--- src/palette_texture_span_pixel_defines.svh ---
// Assertion macros for the span pixel engine.
`ifndef PALETTE_TEXTURE_SPAN_PIXEL_DEFINES_SVH
`define PALETTE_TEXTURE_SPAN_PIXEL_DEFINES_SVH

`ifndef SYNTH
// Same-cycle implication, sampled on i_clk, off while in reset.
`define PST_ASSERT_IMPL(lbl, ante, cons, msg) \
    lbl: assert property (@(posedge i_clk) disable iff (!i_rst_n) (ante) |-> (cons)) \
        else $error(msg);
// Next-cycle implication, sampled on i_clk, off while in reset.
`define PST_ASSERT_NEXT(lbl, ante, cons, msg) \
    lbl: assert property (@(posedge i_clk) disable iff (!i_rst_n) (ante) |=> (cons)) \
        else $error(msg);
`else
`define PST_ASSERT_IMPL(lbl, ante, cons, msg)
`define PST_ASSERT_NEXT(lbl, ante, cons, msg)
`endif

`endif

--- src/pst_ram.sv ---
`default_nettype none
module pst_ram #(
    parameter int ADDR_BITS = 8,
    parameter int DATA_BITS = 8
) (
    input  wire logic                 i_clk,
    input  wire logic                 i_en,
    input  wire logic                 i_we,
    input  wire logic [ADDR_BITS-1:0] i_waddr,
    input  wire logic [DATA_BITS-1:0] i_wdata,
    input  wire logic [ADDR_BITS-1:0] i_raddr,
    output logic      [DATA_BITS-1:0] o_rdata
);

    logic [DATA_BITS-1:0] r_mem [0:(1 << ADDR_BITS)-1];

    // Hold the read data while the pipeline is stalled.
    always_ff @(posedge i_clk) begin
        if (i_en) begin
            o_rdata <= r_mem[i_raddr];
            if (i_we) begin
                r_mem[i_waddr] <= i_wdata;
            end
        end
    end

endmodule
`default_nettype wire

--- config.mk ---
export PLATFORM = sky130hd
export DESIGN_NAME = pst_ram
export DESIGN_NICKNAME = d
export VERILOG_FILES = /design/src/palette_texture_span_pixel_defines.svh /design/src/pst_ram.sv
export SDC_FILE = /design/constraint.sdc
export NUM_CORES = 2
export LEC_CHECK = 0
export ABC_AREA = 0
export BUFFER_PORTS_ARGS = -buffer_cell sky130_fd_sc_hd__buf_4
export CAP_MARGIN = 15
export CELL_PAD_IN_SITES_DETAIL_PLACEMENT = 1
export CELL_PAD_IN_SITES_GLOBAL_PLACEMENT = 2
export CORE_MARGIN = 10
export CORE_UTILIZATION = 25
export DETAILED_ROUTE_END_ITERATION = 7
export PLACE_DENSITY_LB_ADDON = 0.1
export SLEW_MARGIN = 30
export SYNTH_ARGS = -nofsm -noshare
export SYNTH_HDL_FRONTEND = slang
export SYNTH_SLANG_ARGS = --single-unit
--- constraint.sdc ---
create_clock -name i_clk -period 3.1 [get_ports i_clk]
set_input_delay 0.31 -clock i_clk [delete_from_list [all_inputs] [get_ports i_clk]]
set_output_delay 0.31 -clock i_clk [all_outputs]
set_load 0.05 [all_outputs]
==> flow_metrics.tcl <==
set metrics [dict create \
    cts-buffers-inserted 238 \
    drc 0 \
    fillers 31800 \
    vias 41000 \
    synth-seq-area-share 0.772 \
    cp.required_ns 3.72 \
    design_area_um2 98500 \
    hp-class "in -> reg" \
    ios 35 \
    ys_ff_latch 2056 \
    coreArea_um2 318000 \
    cts_tree "built" \
    arrival_ns 3.59 \
    endpoint_kind "flip-flop" \
    viasPerCell 4.58 \
    tightest_slew_ns 0.974 \
    cts_root_buf "clkbuf_16" \
    synth_flop_cell "edfxtp_1" \
    firstDrtPassIters 5 \
    antenna_found_initial 22 \
    gp_congestion 0.739 \
    clockBufferDepth 4 \
    syn-instance-count 3762 \
    dp_hpwl_mm 181 \
    max_freq_mhz 337 \
    multi_input_area_um2 16800 \
    cts_hold_buf 9 \
    ir_drop_v 0.000455 \
    areaGrowthSynthToFinish_pct 23.2 \
    post_cts_buffers 0 \
    power_density_nw_per_um2 630 \
    synth.cell_area_um2 79900 \
    cts-resized-gates 0 \
    slew_viol_final 0 \
    clk_pin_slew_ns 0.06 \
    wirelength_mm 273 \
    grt_overflow 0 \
    fin_nets 4585 \
    critPathLaunchType "flip-flop" \
    ys_types 63 \
    final_cell_mix "edfxtp_1 (2056), buf_4 (681), mux4_2 (397)" \
    final_common_cell "edfxtp_1" \
    leakage_nw 31.7 \
    fin_crit_ns 2.97 \
    initial_core_util 0.251 \
    slew_headroom 0.345 \
    synth_fp_nets 3789 \
    drtIter0Drc 3276 \
    rows 207 \
    clock_skew_ns 0.0650 \
    crit_fanout 1 \
    cts_max_level 4 \
    clkLatencyLatePin_ns 0.93 \
    syn_area_per_cell_um2 21.3 \
    tns_ns 0 \
    post-route-period-util 0.957 \
    grt_pass1_vias 43900 \
    postRouteAntennaNets 0 \
    final_layout_size_suffix_gt1_frac 0.323 \
    whs_ns 0.130 \
    outcome "complete, no violations" \
    die-area_um2 343000 \
    yosysWarnings 0 \
    maxCapViolCount 0 \
    die_h_um 585 \
    finalSetupViolations 0 \
    ys_async_sr_fraction 0 \
    worstSetupPathType "reg -> reg" \
    hold_viol_final 0 \
    synth-edff-count 2056 \
    wl_per_cell_um 30.5 \
    grt_pass1_wl_mm 377 \
    rsz0062_at_grt "false" \
    port_buffers 34 \
    regArea_um2 61700 \
    dpl_cell_area_um2 90800 \
    grt_max_degree 114 \
    track_usage 0.156 \
    die_w_um 585 \
    cts_sinks 2056 \
]
flip-flops by register name, indices dropped and copies added, names as in the netlist:
name / cells
o_rdata: 8
r_mem: 2048
path summary, 6_finish.rpt:
check	startpoint	endpoint	slack (ns)	depth (start not counted)
setup reg to reg	r_mem[187][4]$_DFFE_PP_	o_rdata[4]$_DFFE_PP_	0.13	7
hold reg to reg	r_mem[72][2]$_DFFE_PP_	o_rdata[2]$_DFFE_PP_	1.10	4
setup / recovery	r_mem[187][4]$_DFFE_PP_	o_rdata[4]$_DFFE_PP_	0.13	7
hold / removal	i_waddr[1]	r_mem[195][6]$_DFFE_PP_	0.13	4
synthesized netlist by cell type (28+ instances only):
library cell	count	share of area
edfxtp_1	2056	0.77
mux4_2	397	0.11
nor2_1	287	0.013
mux2i_1	153	0.019
a22oi_1	135	0.013
clkbuf_1	100	0.0047
a21oi_1	85	0.0053
nand2_1	49	0.0023
mux4_1	45	0.015
o221ai_1	42	0.0046
o22ai_1	42	0.0033
buf_2	31	0.0019
buf_6	29	0.0041
nand3_1	28	0.0018
area by class of cell:
| cell class | count | share of cell area |
|---|---|---|
| Inverter | 2 | 0.0000762 |
| Clock buffer | 295 | 0.0631 |
| Multi-Input combinational cell | 1470 | 0.170 |
| Tap cell | 4180 | 0.0531 |
| Antenna cell | 11 | 0.000280 |
| Sequential cell | 2056 | 0.627 |
| Clock inverter | 138 | 0.0138 |
| Timing Repair Buffer | 790 | 0.0726 |
report_power, final:
group,internal (mW),switching [mW],total (mW)
clock,16.1,11.7,27.8
sequential,30.6,0.0507,30.7
combinational,1.35,2.26,3.61
critical path, cell delays in order (launching register included):
cell	delay (ns)
edfxtp_1	0.36
mux4_2	0.49
a22o_1	0.30
nor4_1	0.76
o22ai_1	0.29
nor3_1	0.20
buf_4	0.20
nor3b_2	0.06
logic make-up (layout without fill, tap and decap cells):
group                  Yosys count  after routing  share of synthesized area
DFF                           2056           2056                      0.772
buffers and inverters          236           1225                     0.0198
muxes                          595            595                      0.146
AOI/OAI and AO/OA              397            397                     0.0355
other                            0             11                          0
and+or+nand+nor                478            478                     0.0266
metrics by stage:
stage                     total power, mW  worst slack (ns)  instances  utilization
after floorplan                      32.8             0.716       3762            -
after global placement               35.0             -1.25       8487        0.285
after detailed placement             35.0            -0.666       8489        0.285
after CTS                            63.2             0.174       8931        0.309
after global routing                 64.3             0.135       8932        0.309
final                                62.1             0.134       8942        0.309
per-layer routing:
layer / global-route usage / wire length [µm]
met1: 0.227 / 130000
met4: 0.0284 / 4770
met3: 0.0220 / 10700
met2: 0.250 / 127000
met5: 0 / 13
Power figures use the tool's default switching activity.
