**src/palette_texture_span_pixel_defines.svh**
```systemverilog
// Assertion macros for the span pixel engine.
`ifndef PALETTE_TEXTURE_SPAN_PIXEL_DEFINES_SVH
`define PALETTE_TEXTURE_SPAN_PIXEL_DEFINES_SVH

`ifndef SYNTH
// Same-cycle implication, sampled on i_clk, off while in reset.
`define PST_ASSERT_IMPL(lbl, ante, cons, msg) \
    lbl: assert property (@(posedge i_clk) disable iff (!i_rst_n) (ante) |-> (cons)) \
        else $error(msg);
// Next-cycle implication, sampled on i_clk, off while in reset.
`define PST_ASSERT_NEXT(lbl, ante, cons, msg) \
    lbl: assert property (@(posedge i_clk) disable iff (!i_rst_n) (ante) |=> (cons)) \
        else $error(msg);
`else
`define PST_ASSERT_IMPL(lbl, ante, cons, msg)
`define PST_ASSERT_NEXT(lbl, ante, cons, msg)
`endif

`endif

```
**src/pst_pkg.sv**
```systemverilog
`default_nettype none
package pst_pkg;

    localparam int TEX_ADDR_BITS = 16;

    typedef logic [TEX_ADDR_BITS-1:0] t_tex_addr;

    // Input op codes
    localparam logic [2:0] OP_LOAD_TEXEL   = 3'd0;
    localparam logic [2:0] OP_LOAD_PALETTE = 3'd1;
    localparam logic [2:0] OP_LOAD_BLEND   = 3'd2;
    localparam logic [2:0] OP_SPAN_START   = 3'd3;
    localparam logic [2:0] OP_PIXEL        = 3'd4;

    // Configuration register indexes
    localparam logic [2:0] CFG_LOG_U       = 3'd0;
    localparam logic [2:0] CFG_LOG_V       = 3'd1;
    localparam logic [2:0] CFG_U_STEP      = 3'd2;
    localparam logic [2:0] CFG_V_STEP      = 3'd3;
    localparam logic [2:0] CFG_BLEND_MODE  = 3'd4;
    localparam logic [2:0] CFG_ADDR_MODE   = 3'd5;
    localparam logic [2:0] CFG_COLUMN_SIZE = 3'd6;

    // Blend modes
    localparam logic [1:0] BLEND_OPAQUE    = 2'd0;
    localparam logic [1:0] BLEND_MASKED    = 2'd1;
    localparam logic [1:0] BLEND_TRANS     = 2'd2;
    localparam logic [1:0] BLEND_TRANS_REV = 2'd3;

    // Address modes; the unused code behaves as the 16.16 mode
    localparam logic [1:0] AMODE_TILE      = 2'd0;
    localparam logic [1:0] AMODE_COLUMN    = 2'd1;
    localparam logic [1:0] AMODE_FIXED     = 2'd2;

    localparam logic [7:0] TEXEL_CLEAR     = 8'd255;

    typedef struct packed {
        logic [4:0]  log_u;
        logic [4:0]  log_v;
        logic [31:0] u_step;
        logic [31:0] v_step;
        logic [1:0]  blend_mode;
        logic [1:0]  addr_mode;
        logic [16:0] column_size;
    } t_cfg;

    typedef struct packed {
        logic [2:0]  op;
        logic [15:0] addr;
        logic [7:0]  value;
        logic [7:0]  background;
    } t_item;

endpackage
`default_nettype wire

```
**src/pst_addr_gen.sv**
```systemverilog
`default_nettype none
module pst_addr_gen (
    input  wire logic                 i_clk,
    input  wire logic                 i_rst_n,
    input  wire logic                 i_en,
    input  wire logic                 i_start,
    input  wire logic                 i_step,
    input  wire logic [31:0]          i_coord_u,
    input  wire logic [31:0]          i_coord_v,
    input  wire pst_pkg::t_cfg        i_cfg,
    output pst_pkg::t_tex_addr        o_tex_addr
);

    logic [31:0]        r_u_acc, r_v_acc;
    pst_pkg::t_tex_addr r_tile_addr, n_tile_addr;
    pst_pkg::t_tex_addr r_col_addr,  n_col_addr;
    pst_pkg::t_tex_addr r_prod,      r_v_int;
    logic [31:0]        top_u, top_v, col_full, v_ext;
    logic signed [33:0] prod;
    pst_pkg::t_tex_addr tile_shift;

    // Top bits of the accumulators; zero when the log field is zero.
    always_comb begin
        top_u = (i_cfg.log_u == 5'd0) ? 32'd0 : (r_u_acc >> (6'd32 - {1'b0, i_cfg.log_u}));
        top_v = (i_cfg.log_v == 5'd0) ? 32'd0 : (r_v_acc >> (6'd32 - {1'b0, i_cfg.log_v}));
        tile_shift  = pst_pkg::t_tex_addr'(top_u) << i_cfg.log_v;
        n_tile_addr = tile_shift + pst_pkg::t_tex_addr'(top_v);
        col_full    = r_v_acc >> i_cfg.log_v;
        n_col_addr  = pst_pkg::t_tex_addr'(col_full);
        prod        = 34'($signed(r_u_acc[31:16])) * 34'($signed({1'b0, i_cfg.column_size}));
        v_ext       = 32'($signed(r_v_acc[31:16]));
    end

    always_ff @(posedge i_clk) begin
        if (!i_rst_n) begin
            r_u_acc <= 32'd0;
            r_v_acc <= 32'd0;
        end else if (i_start) begin
            r_u_acc <= i_coord_u;
            r_v_acc <= i_coord_v;
        end else if (i_step) begin
            r_u_acc <= r_u_acc + i_cfg.u_step;
            r_v_acc <= r_v_acc + i_cfg.v_step;
        end
    end

    // Register the partial addresses; the product is cut to the texture size.
    always_ff @(posedge i_clk) begin
        if (i_en) begin
            r_tile_addr <= n_tile_addr;
            r_col_addr  <= n_col_addr;
            r_prod      <= pst_pkg::t_tex_addr'(prod);
            r_v_int     <= pst_pkg::t_tex_addr'(v_ext);
        end
    end

    always_comb begin
        unique case (i_cfg.addr_mode)
            pst_pkg::AMODE_TILE:   o_tex_addr = r_tile_addr;
            pst_pkg::AMODE_COLUMN: o_tex_addr = r_col_addr;
            default:               o_tex_addr = r_prod + r_v_int;
        endcase
    end

endmodule
`default_nettype wire

```
**config.mk**
```make
export PLATFORM = sky130hd
export DESIGN_NAME = pst_addr_gen
export DESIGN_NICKNAME = d
export VERILOG_FILES = /design/src/palette_texture_span_pixel_defines.svh /design/src/pst_pkg.sv /design/src/pst_addr_gen.sv
export SDC_FILE = /design/constraint.sdc
export NUM_CORES = 1
export LEC_CHECK = 0
export BUFFER_PORTS_ARGS = -buffer_cell sky130_fd_sc_hd__buf_2
export CORE_MARGIN = 1
export CORE_UTILIZATION = 45
export CTS_BUF_LIST = sky130_fd_sc_hd__clkbuf_2 sky130_fd_sc_hd__clkbuf_4 sky130_fd_sc_hd__clkbuf_8
export DETAILED_ROUTE_END_ITERATION = 8
export PLACE_DENSITY = 0.75
export SYNTH_ARGS = -nofsm -noshare
export SYNTH_HDL_FRONTEND = slang
export SYNTH_SLANG_ARGS = --single-unit
```
**constraint.sdc**
```tcl
create_clock -name i_clk -period 5.59 [get_ports i_clk]
set_input_delay 0.2795 -clock i_clk [delete_from_list [all_inputs] [get_ports i_clk]]
set_output_delay 0.2795 -clock i_clk [all_outputs]
set_load 0.03 [all_outputs]
```
==> flow_metrics.tcl <==
set metrics [dict create \
    final.min_clock_period_ps 5310 \
    drtIter0Drc 1499 \
    antenna_found_initial 2 \
    yosys.area_share.simple_pct 16.4 \
    numCtsBuffers 17 \
    gp_congestion 0.974 \
    seqCellArea_sq_um 3210 \
    grt_pass1_wl_um 88200 \
    fp.coreArea_sq_um 39700 \
    ctsLongestPathBuffers 2 \
    synth_top_flop_cell "edfxtp_1" \
    hold_violations 0 \
    syn_inst 2200 \
    period_share_pct 95.1 \
    fin_setup_tns_ps 0 \
    synth_compound_area_share_pct 19.6 \
    cts_setup_buffers 0 \
    post-synth-top-area-fraction_pct 10.8 \
    synth_area_leaders "ha_1, edfxtp_1, fa_1" \
    final_nets 2739 \
    cp_max_fo 12 \
    arrival_ps 5590 \
    placedCellCount 2832 \
    yosys_warnings 0 \
    cp_data_required_time_ps 5860 \
    drv_cap 0 \
    wl_per_cell_um 19.2 \
    hold_path.class "primary input to flip-flop" \
    overflow 0 \
    die_w_um 203 \
    crit_type "flip-flop to flip-flop" \
    syn_avg_cell_area_sq_um 8.24 \
    cts_max_level 4 \
    fill_cells 3704 \
    cts_sinks 128 \
    dieArea_sq_um 41100 \
    drt.antenna.violating_nets 0 \
    hpwl_um 43200 \
    synth_nets 2604 \
    first_pass_iters 6 \
    p_leak_nw 9.31 \
    rsz0062_at_grt "false" \
    clk_latency_ps 520 \
    die_h_um 203 \
    rows 73 \
    synthMuxAreaShare_pct 13.7 \
    pin_count 180 \
    path_clk_slew_ps 90 \
    synth_cell_types 80 \
    slew_violations 0 \
    relSlewSlack_pct 30.7 \
    yosys.area_share.adder_pct 20.0 \
    numPortBuffers 176 \
    track_usage_pct 27.1 \
    cp-start-kind "flip-flop" \
    vias_per_cell 5.95 \
    setup_viol 0 \
    synth_top_family_by_area "adder cells" \
    peakVddDrop_mv 0.232 \
    vias 17100 \
    cts_root_buf "clkbuf_8" \
    drc 0 \
    reg2reg_depth 20 \
    wl_um 55200 \
    tightest_slew_ps 1030 \
    holdPathStages 3 \
    final_cell_count_no_fill 2875 \
    synthesis.area_sq_um 18100 \
    dp_slack_ps 42.0 \
    start_util_pct 45.6 \
    drive_gt1_share_pct 16.6 \
    power_density_nw_per_um2 275 \
    ys_ff_latch 128 \
    multi_input_area_sq_um 13700 \
    ys_async_sr_fraction_pct 0 \
    fin_util_pct 50.7 \
    first_global_vias 16700 \
    grt_max_degree 65 \
    fin_skew_ps 22.4 \
    synth_area_leader_cell "ha_1" \
    hold_slack_ps 22.3 \
    fin_ws_ps 276 \
    status "finished, final reports clean" \
    fmaxAchievable_ghz 0.188 \
    synthXorXnorAreaFrac_pct 5.96 \
    synth_edf_count 64 \
    cp-end-kind "flip-flop" \
    areaGrowthSynthToFinish_pct 11.1 \
    cts_tree "done" \
    seq_area_frac_synth_pct 17.7 \
]
[sequential cells by signal, summed over array words and instances (netlist names)]
| register | flops |
|---|---|
| r_v_int | 16 |
| r_u_acc | 32 |
| r_v_acc | 32 |
| r_prod | 16 |
| r_col_addr | 16 |
| r_tile_addr | 16 |
[cells in the mapped netlist (8+ instances only)]
library cell / count
ha_1: 157
o211ai_1: 16
buf_2: 8
nand2b_1: 16
and2_1: 71
mux2i_1: 82
dfxtp_1: 64
mux2_2: 46
xnor2_1: 88
nor2b_1: 21
nand2_1: 238
a211oi_1: 55
inv_1: 166
fa_1: 83
a31oi_1: 18
mux4_1: 9
nor3_1: 31
a211o_1: 11
a21o_1: 44
o21bai_1: 10
xor2_1: 31
a21oi_1: 199
and3_1: 21
edfxtp_1: 64
nand3_1: 29
buf_1: 15
nor2_1: 185
clkbuf_1: 107
o21ai_0: 129
o22ai_1: 12
o21a_1: 14
mux4_2: 39
[path summary, 6_finish.rpt]
kind	startpoint	to	slack (ps)
setup reg to reg	r_u_acc[22]$_SDFFE_PN0P_	r_tile_addr[14]$_DFFE_PP_	280
setup / recovery	r_u_acc[22]$_SDFFE_PN0P_	r_tile_addr[14]$_DFFE_PP_	280
hold / removal	i_coord_u[0]	r_u_acc[0]$_SDFFE_PN0P_	20
hold reg to reg	r_v_acc[14]$_SDFFE_PN0P_	r_v_acc[14]$_SDFFE_PN0P_	570
[what timing repair did]
action                                  in CTS  in global routing
hold endpoints to repair                     9                  0
hold buffers                                 9                  0
resized for setup                            0                  5
endpoints found under the setup margin       0                  4
[cells by family (layout without fill, tap and decap cells)]
group	after synthesis	count (layout)
buffers and inverters	306	454
DFF	128	128
and+or+nand+nor	653	653
adders and majority gates	240	240
AOI/OAI and AO/OA	574	574
xor gates and xnor gates	121	121
muxes	178	178
other	0	2
[per-layer routing]
| metal | up-vias | track usage (%) | wire length, um |
|---|---|---|---|
| li1 | 8058 | - | - |
| met1 | 8190 | 37.3 | 24200 |
| met2 | 751 | 43.3 | 25000 |
| met3 | 92 | 5.07 | 4790 |
| met4 | 2 | 7.47 | 1170 |
| met5 | - | 0 | 10 |
[final cells by class]
class / instances / area share, %
Multi-Input combinational cell: 1766 / 68.2
Clock inverter: 15 / 0.727
Sequential cell: 128 / 15.9
Timing Repair Buffer: 253 / 7.60
Inverter: 169 / 3.15
Tap cell: 525 / 3.26
Antenna cell: 2 / 0.0248
Clock buffer: 17 / 1.16
[worst max-delay path, cell delays in order, from the launching register on]
cell and delay [ps]:
dfxtp_1 460, buf_4 220, mux4_1 540, mux2_2 320, mux4_2 500, nor2_1 120
a21oi_1 90, nand3_1 150, nor2_1 100, fa_1 450, a21o_1 180, a21oi_1 270
o21bai_1 110, a21oi_1 230, o21bai_1 90, a21oi_1 200, o21bai_1 110, a2111o_1 430
a31o_2 240, a21oi_1 190, xnor2_1 80
[layout by cell type, fill, tap and decap left out, drive strengths merged, types with 31 or more instances in the layout]
cell type,count
fa,83
inv,176
nor3,31
and2,74
nand2,240
xnor2,88
a21oi,200
mux2,48
a211oi,55
xor2,32
ha,157
mux2i,82
o21ai,133
mux4,48
buf,244
nor2,186
a21o,44
dfxtp,64
edfxtp,64
[report_power, final]
part / internal [mW] / switching, mW / total (mW)
combinational: 1.46 / 1.90 / 3.36
sequential: 1.20 / 0.133 / 1.33
clock: 0.363 / 0.476 / 0.839
total: 3.03 / 2.51 / 5.54
[metrics by stage]
stage | area (sq um) | total power, mW
6_report | 20100 | 5.54
2_1_floorplan | 18100 | 3.80
3_3_place_gp | 19700 | 4.59
3_5_place_dp | 19700 | 4.68
4_1_cts | 20100 | 5.54
5_1_grt | 20100 | 6.01
Power figures use the tool's default switching activity.
